<file path="src/hcd_pkg.sv">
`default_nettype none

package hcd_pkg;

	// Default width of the chunk size and data counters
	localparam int LENGTH_BITS_DEF = 64;
	// Width of the chunk_size result field
	localparam int CHUNK_LEN_W = 64;

	typedef logic [CHUNK_LEN_W-1:0] chunk_len_t;

	typedef enum logic [3:0] {
		ST_SIZE   = 4'd0,
		ST_EXT    = 4'd1,
		ST_NL1    = 4'd2,
		ST_DATA   = 4'd3,
		ST_LSTART = 4'd4,
		ST_NAME   = 4'd5,
		ST_VALUE  = 4'd6,
		ST_NL2    = 4'd7,
		ST_NL3    = 4'd8
	} parse_state_t;

	typedef enum logic [1:0] {
		STAT_MORE  = 2'd0,
		STAT_DONE  = 2'd1,
		STAT_ERROR = 2'd2
	} status_t;

	typedef enum logic [2:0] {
		TC_NONE      = 3'd0,
		TC_SIZE      = 3'd1,
		TC_EXT       = 3'd2,
		TC_DATA      = 3'd3,
		TC_NAME      = 3'd4,
		TC_VALUE     = 3'd5,
		TC_FIELD_END = 3'd6,
		TC_SIZE_END  = 3'd7
	} token_class_t;

	localparam logic [7:0] CH_HT    = 8'h09;
	localparam logic [7:0] CH_LF    = 8'h0A;
	localparam logic [7:0] CH_CR    = 8'h0D;
	localparam logic [7:0] CH_SP    = 8'h20;
	localparam logic [7:0] CH_COLON = 8'h3A;
	localparam logic [7:0] CH_SEMI  = 8'h3B;
	localparam logic [7:0] CH_DEL   = 8'h7F;

	typedef struct packed {
		status_t      status;
		token_class_t token_class;
		logic [7:0]   out_byte;
		chunk_len_t   chunk_size;
		logic         last;
	} hcd_result_t;

	typedef struct packed {
		logic       ok;
		logic [3:0] value;
	} hex_digit_t;

	function automatic logic is_ctl(input logic [7:0] c);
		return (c < 8'd32) || (c == CH_DEL);
	endfunction

	function automatic logic is_blank(input logic [7:0] c);
		return (c == CH_SP) || (c == CH_HT);
	endfunction

	// Token characters: printable ASCII minus the separator set
	function automatic logic is_name_byte(input logic [7:0] c);
		logic sep;
		unique case (c)
			8'h28, 8'h29, 8'h3C, 8'h3E, 8'h40, 8'h2C, 8'h3B, 8'h3A, 8'h5C,
			8'h22, 8'h2F, 8'h5B, 8'h5D, 8'h3F, 8'h3D, 8'h7B, 8'h7D,
			CH_SP, CH_HT: sep = 1'b1;
			default:      sep = 1'b0;
		endcase
		return !c[7] && !is_ctl(c) && !sep;
	endfunction

	function automatic hex_digit_t hex_value(input logic [7:0] c);
		hex_digit_t h;
		h.ok    = 1'b1;
		h.value = 4'd0;
		if (c >= 8'h30 && c <= 8'h39) begin
			h.value = c[3:0];
		end else if ((c >= 8'h61 && c <= 8'h66) || (c >= 8'h41 && c <= 8'h46)) begin
			h.value = 4'(c[2:0] + 3'd1) + 4'd8;
		end else begin
			h.ok = 1'b0;
		end
		return h;
	endfunction

	function automatic hcd_result_t mk_res(input status_t st, input token_class_t tc,
			input logic [7:0] b, input chunk_len_t len);
		hcd_result_t r;
		r.status      = st;
		r.token_class = tc;
		r.out_byte    = b;
		r.chunk_size  = len;
		r.last        = 1'b0;
		return r;
	endfunction

endpackage

`default_nettype wire

</file>
<file path="src/hcd_in_if.sv">
`default_nettype none

interface hcd_in_if;
	logic       valid;
	logic       ready;
	logic [7:0] in_byte;

	modport source (output valid, output in_byte, input ready);
	modport sink (input valid, input in_byte, output ready);
endinterface

`default_nettype wire

</file>
<file path="src/hcd_out_if.sv">
`default_nettype none

interface hcd_out_if;
	logic        valid;
	logic        ready;
	logic [1:0]  status;
	logic [2:0]  token_class;
	logic [7:0]  out_byte;
	logic [63:0] chunk_size;
	logic        last;

	modport source (output valid, output status, output token_class, output out_byte,
		output chunk_size, output last, input ready);
	modport sink (input valid, input status, input token_class, input out_byte,
		input chunk_size, input last, output ready);
	modport mon (input valid, input ready, input status, input token_class,
		input out_byte, input chunk_size, input last);
endinterface

`default_nettype wire

</file>
<file path="src/http_chunked_decoder.sv">
`default_nettype none

// HTTP chunked body decoder. One body byte enters per stream transaction and
// yields one or two result transactions, each tagged with a token class:
// size digits, extension, data, trailer name, trailer value, trailer field
// end and size line end (which carries the chunk length). Status is more
// until the final CRLF of a chunk (done) or a malformed byte (error); after
// done or error the parser is back in its reset state, ready for the next
// size line. A size that would not fit LENGTH_BITS is flagged as an error.
// Rate: every byte is parsed in the cycle it is accepted and its results
// land in a two-entry result register, so a byte can be taken every cycle
// while the result side keeps up. A byte that yields two results (a trailer
// field end before a new line, or a folded space before a value byte) holds
// off the next byte until its first result is taken. Results are registered:
// the first is on the port in the cycle after the byte is accepted.
module http_chunked_decoder #(
	parameter int LENGTH_BITS = hcd_pkg::LENGTH_BITS_DEF
) (
	input  wire        clk,
	input  wire        arst_n,
	hcd_in_if.sink     stream,
	hcd_out_if.source  result
);
	import hcd_pkg::*;

	// ---------------------------------------------------------------
	// Parser state
	// ---------------------------------------------------------------
	parse_state_t           state_q, state_d;
	logic [LENGTH_BITS-1:0] length_acc_q, length_acc_d;
	logic [LENGTH_BITS-1:0] data_left_q, data_left_d;
	logic                   name_seen_q, name_seen_d;
	logic                   value_seen_q, value_seen_d;
	logic                   space_pending_q, space_pending_d;

	// Result buffer: res0_q is on the port, res1_q waits behind it
	hcd_result_t res0_q, res1_q;
	logic [1:0]  cnt_q;

	hcd_result_t res0_d, res1_d;
	logic [1:0]  n_d;

	logic        accept, pop;
	logic [7:0]  c;
	hex_digit_t  hx;
	logic        size_room;

	// Per-byte result pieces: an optional leading result (field end or folded
	// space), then either the byte's own result or a final status result.
	logic        pre_v, main_v;
	hcd_result_t pre_r, main_r, fin_r;
	status_t     fin;

	assign c  = stream.in_byte;
	assign hx = hex_value(c);

	// Another digit is allowed only while acc <= (2^L - 16) / 16 = 2^(L-4) - 1,
	// i.e. the top nibble is still clear.
	assign size_room = (length_acc_q[LENGTH_BITS-1 -: 4] == 4'd0);

	assign pop          = result.valid && result.ready;
	assign stream.ready = (cnt_q == 2'd0) || ((cnt_q == 2'd1) && result.ready);
	assign accept       = stream.valid && stream.ready;

	// ---------------------------------------------------------------
	// Next state and results for the byte on the stream port
	// ---------------------------------------------------------------
	always_comb begin
		state_d         = state_q;
		length_acc_d    = length_acc_q;
		data_left_d     = data_left_q;
		name_seen_d     = name_seen_q;
		value_seen_d    = value_seen_q;
		space_pending_d = space_pending_q;
		pre_v           = 1'b0;
		main_v          = 1'b0;
		pre_r           = mk_res(STAT_MORE, TC_NONE, 8'd0, '0);
		main_r          = mk_res(STAT_MORE, TC_NONE, 8'd0, '0);
		fin             = STAT_MORE;

		unique case (state_q)
			ST_SIZE: begin
				if (c == CH_CR) begin
					state_d = ST_NL1;
					main_v  = 1'b1;
				end else if (c == CH_SEMI) begin
					state_d = ST_EXT;
					main_v  = 1'b1;
					main_r  = mk_res(STAT_MORE, TC_EXT, c, '0);
				end else if (size_room && hx.ok) begin
					length_acc_d = {length_acc_q[LENGTH_BITS-5:0], hx.value};
					main_v       = 1'b1;
					main_r       = mk_res(STAT_MORE, TC_SIZE, c, '0);
				end else begin
					fin = STAT_ERROR;
				end
			end
			ST_EXT: begin
				if (c == CH_CR) begin
					state_d = ST_NL1;
					main_v  = 1'b1;
				end else if (is_ctl(c)) begin
					fin = STAT_ERROR;
				end else begin
					main_v = 1'b1;
					main_r = mk_res(STAT_MORE, TC_EXT, c, '0);
				end
			end
			ST_NL1: begin
				if (c == CH_LF) begin
					data_left_d = length_acc_q;
					state_d     = (length_acc_q == '0) ? ST_LSTART : ST_DATA;
					main_v      = 1'b1;
					main_r      = mk_res(STAT_MORE, TC_SIZE_END, c, chunk_len_t'(length_acc_q));
				end else begin
					fin = STAT_ERROR;
				end
			end
			ST_DATA: begin
				if (data_left_q == '0) begin
					if (c == CH_CR) begin
						state_d = ST_NL3;
						main_v  = 1'b1;
					end else begin
						fin = STAT_ERROR;
					end
				end else begin
					data_left_d = data_left_q - LENGTH_BITS'(1);
					main_v      = 1'b1;
					main_r      = mk_res(STAT_MORE, TC_DATA, c, '0);
				end
			end
			ST_LSTART: begin
				if (is_blank(c)) begin
					// continuation line of the current trailer field
					if (!name_seen_q) begin
						fin = STAT_ERROR;
					end else begin
						state_d         = ST_VALUE;
						space_pending_d = value_seen_q;
						main_v          = 1'b1;
					end
				end else begin
					if (name_seen_q) begin
						pre_v           = 1'b1;
						pre_r           = mk_res(STAT_MORE, TC_FIELD_END, 8'd0, '0);
						name_seen_d     = 1'b0;
						value_seen_d    = 1'b0;
						space_pending_d = 1'b0;
					end
					if (c == CH_CR) begin
						state_d = ST_NL3;
						main_v  = 1'b1;
					end else if (!is_name_byte(c)) begin
						fin = STAT_ERROR;
					end else begin
						state_d     = ST_NAME;
						name_seen_d = 1'b1;
						main_v      = 1'b1;
						main_r      = mk_res(STAT_MORE, TC_NAME, c, '0);
					end
				end
			end
			ST_NAME: begin
				if (c == CH_COLON) begin
					state_d = ST_VALUE;
					main_v  = 1'b1;
				end else if (!is_name_byte(c)) begin
					fin = STAT_ERROR;
				end else begin
					name_seen_d = 1'b1;
					main_v      = 1'b1;
					main_r      = mk_res(STAT_MORE, TC_NAME, c, '0);
				end
			end
			ST_VALUE: begin
				if (c == CH_CR) begin
					state_d = ST_NL2;
					main_v  = 1'b1;
				end else if (is_blank(c)) begin
					space_pending_d = value_seen_q;
					main_v          = 1'b1;
				end else if (is_ctl(c)) begin
					fin = STAT_ERROR;
				end else begin
					if (space_pending_q) begin
						pre_v           = 1'b1;
						pre_r           = mk_res(STAT_MORE, TC_VALUE, CH_SP, '0);
						space_pending_d = 1'b0;
					end
					value_seen_d = 1'b1;
					main_v       = 1'b1;
					main_r       = mk_res(STAT_MORE, TC_VALUE, c, '0);
				end
			end
			ST_NL2: begin
				if (c == CH_LF) begin
					state_d = ST_LSTART;
					main_v  = 1'b1;
				end else begin
					fin = STAT_ERROR;
				end
			end
			ST_NL3: begin
				fin = (c == CH_LF) ? STAT_DONE : STAT_ERROR;
			end
			default: begin
				fin = STAT_ERROR;
			end
		endcase

		fin_r = mk_res(fin, TC_NONE, 8'd0, '0);

		// done or error: back to the reset state
		if (fin != STAT_MORE) begin
			state_d         = ST_SIZE;
			length_acc_d    = '0;
			data_left_d     = '0;
			name_seen_d     = 1'b0;
			value_seen_d    = 1'b0;
			space_pending_d = 1'b0;
		end

		// Pack: [pre] then (fin or main); exactly one of main/fin is present
		if (pre_v) begin
			res0_d = pre_r;
			res1_d = (fin != STAT_MORE) ? fin_r : main_r;
			n_d    = 2'd2;
		end else begin
			res0_d = (fin != STAT_MORE) ? fin_r : main_r;
			res1_d = fin_r;
			n_d    = (main_v || (fin != STAT_MORE)) ? 2'd1 : 2'd0;
		end
		if (n_d == 2'd2) begin
			res1_d.last = 1'b1;
		end else begin
			res0_d.last = 1'b1;
		end
	end

	// ---------------------------------------------------------------
	// Registers
	// ---------------------------------------------------------------
	always_ff @(posedge clk or negedge arst_n) begin
		if (!arst_n) begin
			state_q         <= ST_SIZE;
			length_acc_q    <= '0;
			data_left_q     <= '0;
			name_seen_q     <= 1'b0;
			value_seen_q    <= 1'b0;
			space_pending_q <= 1'b0;
		end else if (accept) begin
			state_q         <= state_d;
			length_acc_q    <= length_acc_d;
			data_left_q     <= data_left_d;
			name_seen_q     <= name_seen_d;
			value_seen_q    <= value_seen_d;
			space_pending_q <= space_pending_d;
		end
	end

	// Fill count of the result buffer
	always_ff @(posedge clk or negedge arst_n) begin
		if (!arst_n) begin
			cnt_q <= 2'd0;
		end else if (accept) begin
			cnt_q <= n_d;
		end else if (pop) begin
			cnt_q <= (cnt_q == 2'd2) ? 2'd1 : 2'd0;
		end
	end

	// Result payload; accept only happens when the buffer is empty or drains this cycle
	always_ff @(posedge clk) begin
		if (accept) begin
			res0_q <= res0_d;
			res1_q <= res1_d;
		end else if (pop && (cnt_q == 2'd2)) begin
			res0_q <= res1_q;
		end
	end

	assign result.valid       = (cnt_q != 2'd0);
	assign result.status      = res0_q.status;
	assign result.token_class = res0_q.token_class;
	assign result.out_byte    = res0_q.out_byte;
	assign result.chunk_size  = res0_q.chunk_size;
	assign result.last        = res0_q.last;

endmodule

`default_nettype wire

</file>
<file path="src/flat_wrapper.sv">
// flat-port wrapper written by rule: the top's interface ports become plain ports
module http_chunked_decoder_flat import hcd_pkg::*;
#(
	parameter int LENGTH_BITS = hcd_pkg::LENGTH_BITS_DEF
)
  (clk, arst_n, stream_valid, stream_in_byte, stream_ready, result_valid, result_status, result_token_class, result_out_byte, result_chunk_size, result_last, result_ready);
  hcd_in_if stream_i ();
  hcd_out_if result_i ();
  input  wire clk;
  input  wire arst_n;
  input wire logic [$bits(stream_i.valid)-1:0] stream_valid;
  input wire logic [$bits(stream_i.in_byte)-1:0] stream_in_byte;
  output wire logic [$bits(stream_i.ready)-1:0] stream_ready;
  output wire logic [$bits(result_i.valid)-1:0] result_valid;
  output wire logic [$bits(result_i.status)-1:0] result_status;
  output wire logic [$bits(result_i.token_class)-1:0] result_token_class;
  output wire logic [$bits(result_i.out_byte)-1:0] result_out_byte;
  output wire logic [$bits(result_i.chunk_size)-1:0] result_chunk_size;
  output wire logic [$bits(result_i.last)-1:0] result_last;
  input wire logic [$bits(result_i.ready)-1:0] result_ready;
  assign stream_i.valid = stream_valid;
  assign stream_i.in_byte = stream_in_byte;
  assign stream_ready = stream_i.ready;
  assign result_valid = result_i.valid;
  assign result_status = result_i.status;
  assign result_token_class = result_i.token_class;
  assign result_out_byte = result_i.out_byte;
  assign result_chunk_size = result_i.chunk_size;
  assign result_last = result_i.last;
  assign result_i.ready = result_ready;
  http_chunked_decoder #(.LENGTH_BITS(LENGTH_BITS)) u_core (.clk(clk), .arst_n(arst_n), .stream(stream_i), .result(result_i));
endmodule
</file>
<file path="config.mk">
export PLATFORM = sky130hd
export DESIGN_NAME = http_chunked_decoder_flat
export DESIGN_NICKNAME = d
export VERILOG_FILES = /design/src/hcd_pkg.sv /design/src/hcd_in_if.sv /design/src/hcd_out_if.sv /design/src/http_chunked_decoder.sv /design/src/flat_wrapper.sv
export SDC_FILE = /design/constraint.sdc
export NUM_CORES = 1
export LEC_CHECK = 0
export BUFFER_PORTS_ARGS = -buffer_cell sky130_fd_sc_hd__buf_2
export CAP_MARGIN = 20
export CORE_MARGIN = 3
export CORE_UTILIZATION = 45
export CTS_CLUSTER_SIZE = 28
export DETAILED_ROUTE_END_ITERATION = 6
export PLACE_DENSITY = 0.59
export SLEW_MARGIN = 40
export SYNTH_ARGS = -nofsm -noshare
export SYNTH_HDL_FRONTEND = slang
export SYNTH_SLANG_ARGS = --single-unit
</file>
<file path="constraint.sdc">
create_clock -name clk -period 9 [get_ports clk]
set_input_delay 1.8 -clock clk [delete_from_list [all_inputs] [get_ports clk]]
set_output_delay 1.8 -clock clk [all_outputs]
set_load 0.005 [all_outputs]
</file>
Word-level counts from Yosys, hierarchy flattened. Index checks and enable logic that the tools add are counted.

Reductions and logical operators: 43. Eq/ne operators: 54. Magnitude comparators: 7. Add/sub/neg operators: 3. Mux-type cells: 130.

Operators by type and width (count): 78-bit 2-to-1 mux (17); 78-bit case mux with 7 select lines (1); 64-bit 2-to-1 mux (8); 76-bit 2-to-1 mux (6); 78-bit case mux with 2 select lines (1); 75-bit 2-to-1 mux (2); 64-bit zero test (2); 64-bit case mux with 2 select lines (1); 8-bit by 6-bit equality test with 1-bit output (second input constant) (12); 74-bit 2-to-1 mux (1); 4-bit 2-to-1 mux (16); 64-bit by 1-bit subtractor with 64-bit output (second input constant) (1); 8-bit by 7-bit equality test with 1-bit output (second input constant) (7); 1-bit 2-to-1 mux (49); 2-bit 2-to-1 mux (20); 4-bit case mux with 8 select lines (1); 3-bit by 1-bit inequality test with 1-bit output (second input constant) (9); 8-bit by 4-bit equality test with 1-bit output (second input constant) (3); 19-bit OR reduction (1); 3-bit inequality test (second input constant) (6); 4-bit by 3-bit equality test with 1-bit output (second input constant) (4); 8-bit by 7-bit greater-or-equal comparator with 1-bit output (second input constant) (2); 8-bit by 7-bit less-or-equal comparator with 1-bit output (second input constant) (2); 2-bit case mux with 8 select lines (1); other kinds (31) (64).

Logic and storage cells: 254. Input bits: 12. Bits in registers: 293. Output and inout bits: 80.

Depth between registers and ports, before layout. Gate-level depths: netlist of the first run.

Word-level depth: 19. Gate-level depth with buffers: 12. Depth with buffers taken out: 10.

Least setup slack after synthesis of the first run. OpenSTA, ideal clock, no wires.

Kind: input port to flip-flop. From: input port result_ready. To: register u_core.res0_q, in the netlist u_core.result.out_byte[5] (data pin). Stages: 6. Arrival: 5.066 ns. Setup slack: 3.541 ns. Data required time: 8.607 ns. Cells stage by stage: nand2b_1 > nand3_1 > clkinv_1 > clkbuf_1 > clkbuf_1 > a31oi_1.

Word-level cells in the longest chain between the ends: 4.

Ends and longest elaborated chain: start: declaration (line flat_wrapper.sv:20) `input wire logic [$bits(result_i.ready)-1:0] result_ready;`; 1-bit logical AND (line http_chunked_decoder.sv:62) `assign stream.ready = (cnt_q == 2'd0) || ((cnt_q == 2'd1) && result.ready);`; 1-bit logical OR (line http_chunked_decoder.sv:62); 1-bit logical AND (line http_chunked_decoder.sv:63) `assign accept = stream.valid && stream.ready;`; named net u_core.accept (line http_chunked_decoder.sv:43) `logic accept, pop;`; 78-bit 2-to-1 mux (line http_chunked_decoder.sv:275) `if (accept) begin`; end signal: assignment (line http_chunked_decoder.sv:276) `res0_q <= res0_d;`; end signal: assignment (line http_chunked_decoder.sv:279) `res0_q <= res1_q;`; end: declaration (line http_chunked_decoder.sv:37) `hcd_result_t res0_q, res1_q;`.

The timed path passes the listed nets, and every way through them passes these cells. A chain may end at the register's enable or synchronous reset.

Worst setup path in the final report of the first run.
From: input port stream_in_byte[7]. To: register u_core.length_acc_q[63].

Word-level cells in the longest chain between the ends: 15.

Ends and longest elaborated chain: start: declaration (line flat_wrapper.sv:12) `input wire logic [$bits(stream_i.in_byte)-1:0] stream_in_byte;`; 8-bit by 6-bit equality test with 1-bit output, or another cell as far along (line hcd_pkg.sv:73) `unique case (c)`; 19-bit OR reduction (line hcd_pkg.sv:73); 1-bit 2-to-1 mux (line hcd_pkg.sv:73); 1-bit 2-to-1 mux (line http_chunked_decoder.sv:151) `if (c == CH_CR) begin`; 1-bit 2-to-1 mux (line http_chunked_decoder.sv:134) `if (is_blank(c)) begin`; 1-bit 2-to-1 mux (line http_chunked_decoder.sv:81) `unique case (state_q)`; 1-bit zero test (line hcd_pkg.sv:79) `return !c[7] && !is_ctl(c) && !sep;`; 1-bit logical AND (line hcd_pkg.sv:79); 2-bit 2-to-1 mux (line http_chunked_decoder.sv:154) `end else if (!is_name_byte(c)) begin`; 2-bit 2-to-1 mux (line http_chunked_decoder.sv:151); 2-bit 2-to-1 mux (line http_chunked_decoder.sv:134); 2-bit case mux with 8 select lines (line http_chunked_decoder.sv:81); 2-bit nonzero test (line http_chunked_decoder.sv:215) `if (fin != STAT_MORE) begin`; 2-bit inequality test (no source line) / 2-bit nonzero test (equally long branches); 5-bit AND reduction (no source line); end signal: assignment (line http_chunked_decoder.sv:254) `length_acc_q <= length_acc_d;`; end: declaration (line http_chunked_decoder.sv:30) `logic [LENGTH_BITS-1:0] length_acc_q, length_acc_d;`.

Several ways; a longest one is shown, not always the timed one. The select of a mux whose other input is x is not followed.

==> results of run 1 <==
## area by class of cell
class | instances | area [um^2] | area share
well taps | 396 | 495 | 0.0307
clock buffers | 48 | 996 | 0.0617
inverters | 27 | 106 | 0.00659
clock inverters | 14 | 120 | 0.00744
multi-input cells | 994 | 5710 | 0.354
flip-flops and latches | 293 | 8110 | 0.502
repair buffers | 109 | 608 | 0.0377
## registers in the layout, indices dropped and copies added, names as in the netlist, 2 cells and up
register and cells:
u_core.data_left_q 64, u_core.cnt_q 2, u_core.result.chunk_size 64, u_core.length_acc_q 64, u_core.result.out_byte 8, u_core.result.status 2, u_core.state_q 4, u_core.res1_q 78
u_core.result.token_class 3
## worst register-to-register path: cells and delay by family (launching register included)
| family | cells | cell delay [ps] |
|---|---|---|
| buf+inv | 1 | 330 |
| simple gates | 5 | 2170 |
| flops | 1 | 630 |
| compound gates | 3 | 990 |
## placed cells by master, fill, tap and decap left out, drive strengths merged, types with 7 or more instances in the layout
cell type,synthesis,routed
a21o,7,7
a21oi,77,77
a22o,80,80
a22oi,7,7
a32o,9,9
and2,10,10
and3,12,12
buf,14,109
clkbuf,83,48
clkinv,1,8
conb,1,65
dfrtp,137,137
edfxtp,156,156
inv,26,30
nand2,200,200
nand2b,8,8
nand3,84,84
nand4,14,14
nor2,64,64
nor2b,7,7
nor3,42,42
nor4,41,41
o211ai,13,13
o21ai,82,82
o22ai,38,38
o2bb2ai,13,13
o31ai,7,7
or2,8,8
or3,10,10
or4,13,13
## cell families after synthesis
group,count (synthesis),share of synthesized area
XOR/XNOR,2,0.00125
AO/OA/AOI/OAI,381,0.187
buffers and inverters,124,0.0376
other,1,0.000267
flip-flops,293,0.578
multiplexers,4,0.00285
adder cells (fa/ha/maj),6,0.00535
AND/OR/NAND/NOR,536,0.187
## path summary, 6_finish.rpt
kind	startpoint	to	slack, ps	cells after the start
setup / recovery	stream_in_byte[7]	u_core.length_acc_q[63]$_DFFE_PN0P_	3820	10
hold / removal	u_core.value_seen_q$_DFFE_PN0P_	u_core.value_seen_q$_DFFE_PN0P_	500	1
setup reg to reg	u_core.state_q[3]$_DFFE_PN0P_	u_core.length_acc_q[63]$_DFFE_PN0P_	4760	9
hold reg to reg	u_core.value_seen_q$_DFFE_PN0P_	u_core.value_seen_q$_DFFE_PN0P_	500	1
max in group asynchronous	arst_n	u_core.length_acc_q[37]$_DFFE_PN0P_	6620	2
min in group asynchronous	arst_n	u_core.data_left_q[10]$_DFFE_PN0P_	1270	1
## per-stage QoR
stage | worst slack, ps | power (mW) | hold slack [ps] | cells | util
after global routing | 3570 | 3.13 | 515 | 1881 | 0.526
after detailed placement | 3320 | 1.67 | 475 | 1819 | 0.490
after CTS | 3860 | 3.05 | 495 | 1881 | 0.526
after floorplan | 3540 | 1.61 | 458 | 1411 | -
after global placement | 3100 | 1.67 | 467 | 1819 | 0.489
final | 3820 | 3.01 | 497 | 1881 | 0.526
## where the power goes
| part | switching, mW | internal (mW) | total [mW] |
|---|---|---|---|
| clock | 0.559 | 0.809 | 1.37 |
| sequential | 0.00998 | 1.47 | 1.48 |
| combinational | 0.123 | 0.0432 | 0.166 |
## per-layer routing
layer / GRT usage / up-vias
met3: 0.0365 / 77
met2: 0.360 / 365
met5: 0 / -
li1: - / 5267
met4: 0.0768 / 0
met1: 0.330 / 5484
## synthesized netlist by cell type (all sizes together) (5+ instances only)
master / number / area share
o21ai: 82 / 0.030
a21oi: 77 / 0.027
dfrtp: 137 / 0.24
clkbuf: 83 / 0.022
inv: 26 / 0.0070
nand2: 200 / 0.053
or4: 13 / 0.0070
edfxtp: 156 / 0.33
nand3: 84 / 0.030
o211ai: 13 / 0.0070
a21o: 7 / 0.0037
o22ai: 38 / 0.017
nand3b: 5 / 0.0027
nor4: 41 / 0.019
o31ai: 7 / 0.0037
buf: 14 / 0.0082
or3: 10 / 0.0048
nor3: 42 / 0.015
and2: 10 / 0.0045
and3: 12 / 0.0053
a31oi: 6 / 0.0031
o21a: 5 / 0.0027
nor2: 64 / 0.017
o2bb2ai: 13 / 0.0086
ha: 6 / 0.0053
a32o: 9 / 0.0064
or2: 8 / 0.0036
nand4: 14 / 0.0062
a22oi: 7 / 0.0037
nand2b: 8 / 0.0036
a22o: 80 / 0.050
nor2b: 7 / 0.0031
nand4b: 5 / 0.0031
==> flow_summary.yaml, run 1 <==
clock_tree:
  tritoncts: "done"
  cts.sinks: 293
  cts_resized: 0
  hold_buffers: 0
  insertion_delay_ps: 520
  post-cts-setup-buffers: 0
  cts.clk_slew.worst_paths_ps: 60
  clockRootBuffer: "clkbuf_16"
  numCtsBuffers: 34
  htree_levels: 2
  clk_path_buf_depth: 3
cells_and_area:
  insertedDiodeCount: 0
  finalNetCount: 1477
  fin_area_um2: 16100
  drive_gt1_frac: 0.130
  fillers: 2772
  area_delta_synth_final_pct: 15.1
logic_synthesis:
  synth-edff-count: 156
  synth_seq_cells: 293
  syn_area_um2: 14000
  ys_types: 80
  yosys_warnings: 0
  synthCells: 1347
  postSynthAreaPerCell_um2: 10.4
  synth_ff_type: "edfxtp_1"
  yosysSeqAreaShare: 0.578
  synthArstFlopShare: 0.468
worst_setup_path:
  path_buf_inv: 2
  worstPathArrival_ps: 5630
  cp-end-kind: "flop"
  critPathLaunchType: "input pin"
  worstPathRequired_ps: 9450
  cp_max_fo: 45
  crit_family: "simple AND/OR/NAND/NOR gates"
  crit_path_top_delay_cell: "or4_1"
  critPathMaxStageDelay_ps: 660
  path_cells: "buf_2 > or4_1 > nor2_1 > nor4b_1 > o2bb2ai_2 > nor3b_2 > and2_2 > a21o_2 > buf_4 > a22o_1"
  critPathKind: "in2reg"
sta:
  fmax_mhz: 193
  min_period_over_period: 0.576
  rsz0062_at_grt: "false"
  period_minus_slack_ps: 5180
  finalSetupViolCount: 0
  tns_ps: 0
  worst_slew_pin_slew_ps: 797
  maxSlewHeadroom: 0.469
  slew_viol_final: 0
  finalHoldViolCount: 0
  fin_skew_ps: 15.6
placement:
  dp_hpwl_mm: 24.1
  placedInstanceArea_um2: 15000
  numPortBuffers: 91
  gp_congestion: 0.883
routing:
  finalWirelength_mm: 38.7
  wl_per_cell_um: 20.6
  ant_nets: 0
  drc: 0
  top_layer: "met4"
  wl_met1_mm: 17.4
  route.met2.wl_mm: 17.8
  drtIter0Drc: 906
  drt_pass1_iterations: 5
  met3_length_mm: 2.33
  via_per_inst: 5.95
  route.vias.total: 11200
floorplanning:
  die_width_um: 183
  rows: 64
  fp.dieH_um: 183
  pin_count: 92
  start_util: 0.458
  die_area_um2: 33300
  core_area_um2: 30700
global_route:
  antenna_found_initial: 0
  grt_max_degree: 92
  first_global_vias: 10900
  grt_first_pass_wirelength_mm: 61.6
  track_usage: 0.230
  overflow: 0
run:
  drv_cap: 0
power:
  ir_drop_mv: 0.127
  p_per_area_nw_per_um2: 187
  p_leak_nw: 6.83
run_status:
  status: "complete, no violations"
hold_path:
  hold_class: "reg2reg"
No activity file was read; power rests on OpenSTA's default activity.
==> inputs of run 2 (changes only) <==
Settings changed: PLACE_DENSITY 0.59 to 0.62.
Clock period 9 ns to 4.6 ns, I/O delays scaled along.
==> flow_summary.yaml, run 2 (same netlist as run 1, synthesis figures left out) <==
routing:
  wl_per_cell_um: 20.0
  route.vias.total: 11300
  via_per_inst: 5.96
  ant_nets: 0
  drtIter0Drc: 1080
  drc: 0
  drt_pass1_iterations: 7
  finalWirelength_mm: 37.9
clock_tree:
  cts_resized: 0
  tritoncts: "done"
  hold_buffers: 0
  cts.sinks: 293
  clk_path_buf_depth: 3
  clockRootBuffer: "clkbuf_16"
  insertion_delay_ps: 570
  cts.clk_slew.worst_paths_ps: 60
  htree_levels: 1
  post-cts-setup-buffers: 0
  numCtsBuffers: 31
floorplanning:
  fp.dieH_um: 183
  core_area_um2: 30700
  start_util: 0.458
  die_width_um: 183
  die_area_um2: 33300
  rows: 64
  pin_count: 92
power:
  p_per_area_nw_per_um2: 357
  ir_drop_mv: 0.243
  p_leak_nw: 6.91
cells_and_area:
  finalNetCount: 1492
  drive_gt1_frac: 0.134
  mostFrequentLayoutCells: "nand2_1 (198), edfxtp_1 (156), dfrtp_1 (137)"
  insertedDiodeCount: 0
  largest_reg_flops: 78
  area_delta_synth_final_pct: 16.1
  layout.cells.most_common: "nand2_1"
  utilization: 0.531
  top_register: "u_core.res1_q"
global_route:
  track_usage: 0.224
  grt_max_degree: 98
  grt_first_pass_wirelength_mm: 60.8
  antenna_found_initial: 0
  first_global_vias: 10800
  overflow: 0
worst_setup_path:
  cp-end-kind: "flop"
  critPathLaunchType: "flop"
  worstPathArrival_ps: 4190
  cp_max_fo: 46
  worstPathRequired_ps: 5050
  critPathKind: "reg2reg"
  rr_worst_depth: 11
  r2r-end: "u_core.length_acc_q[58]$_DFFE_PN0P_"
  rrSetupSlack_ps: 860
  r2r_start: "u_core.data_left_q[0]$_DFFE_PN0P_"
sta:
  fmax_mhz: 267
  min_period_over_period: 0.814
  worst_slew_pin_slew_ps: 788
  finalHoldViolCount: 0
  maxSlewHeadroom: 0.472
  fin_skew_ps: 12.5
  finalSetupViolCount: 0
  period_minus_slack_ps: 3740
  slew_viol_final: 0
  tns_ps: 0
  rsz0062_at_grt: "false"
placement:
  gp_congestion: 0.888
  numPortBuffers: 91
  dp_hpwl_mm: 24.2
run:
  drv_cap: 0
run_status:
  status: "complete, no violations"
hold_path:
  hold_class: "in2async"
## run 2: changes by cell type in the layout (fill, tap and decap cells not counted), moves of 2 or more
cell / change
clkbuf_16: -2
clkinv_1: +5
buf_4: +14
clkbuf_1: -2
clkinv_2: -5
clkinvlp_4: -2
buf_12: +5
clkbuf_8: +3
## run 2: area by class of cell
type / count / area (um^2)
Fill cell: 2777 / 14400
Sequential cell: 293 / 8110
Multi-Input combinational cell: 994 / 5700
Clock buffer: 47 / 980
Timing Repair Buffer: 127 / 802
Tap cell: 396 / 495
Inverter: 27 / 106
Clock inverter: 11 / 103
## run 2: where the power goes
part | switching (mW) | internal, mW | leakage (nW)
Sequential | 0.0200 | 2.88 | 3.42
Clock | 1.02 | 1.57 | 0.535
Combinational | 0.239 | 0.0925 | 2.96
## run 2: through the flow
stage	power (mW)	cells	hold slack (ps)	worst slack [ps]	cell area [um^2]
2_1_floorplan	3.14	1411	458	21.1	14300
3_3_place_gp	3.28	1837	470	547	15200
3_5_place_dp	3.28	1837	474	482	15200
4_1_cts	5.88	1895	372	898	16300
5_1_grt	6.02	1895	397	713	16300
6_report	5.82	1895	354	857	16300
## run 2: per-layer routing
layer  vias up  part of all wire  GRT usage
li1       5299                 -          -
met1      5591              0.46      0.327
met2       340              0.47      0.361
met3        59             0.050     0.0241
met4         0             0.020     0.0570
met5         -                 0          0
## run 2: worst max path at each step
stage	start	to	slack (ps)	cells past startpoint
final	u_core.data_left_q[0]$_DFFE_PN0P_	u_core.length_acc_q[58]$_DFFE_PN0P_	860	11
after global routing	u_core.data_left_q[0]$_DFFE_PN0P_	u_core.length_acc_q[7]$_DFFE_PN0P_	710	11
after CTS	u_core.data_left_q[0]$_DFFE_PN0P_	u_core.length_acc_q[62]$_DFFE_PN0P_	900	11
after detailed placement	stream_in_byte[7]	u_core.length_acc_q[62]$_DFFE_PN0P_	480	10
after global placement	stream_in_byte[0]	u_core.data_left_q[42]$_DFFE_PN0P_	550	11
after floorplan	result_ready	u_core.result.out_byte[5]$_DFFE_PP_	20	6
## run 2: critical path: stages (launching register included)
cell and delay [ps]:
dfrtp_1 430, inv_1 130, ha_1 240, or4b_1 550
nand4b_1 330, nand4b_1 480, o2bb2ai_2 290, nor3b_2 100
and2_1 180, a21o_2 370, buf_12 250, a22o_1 260
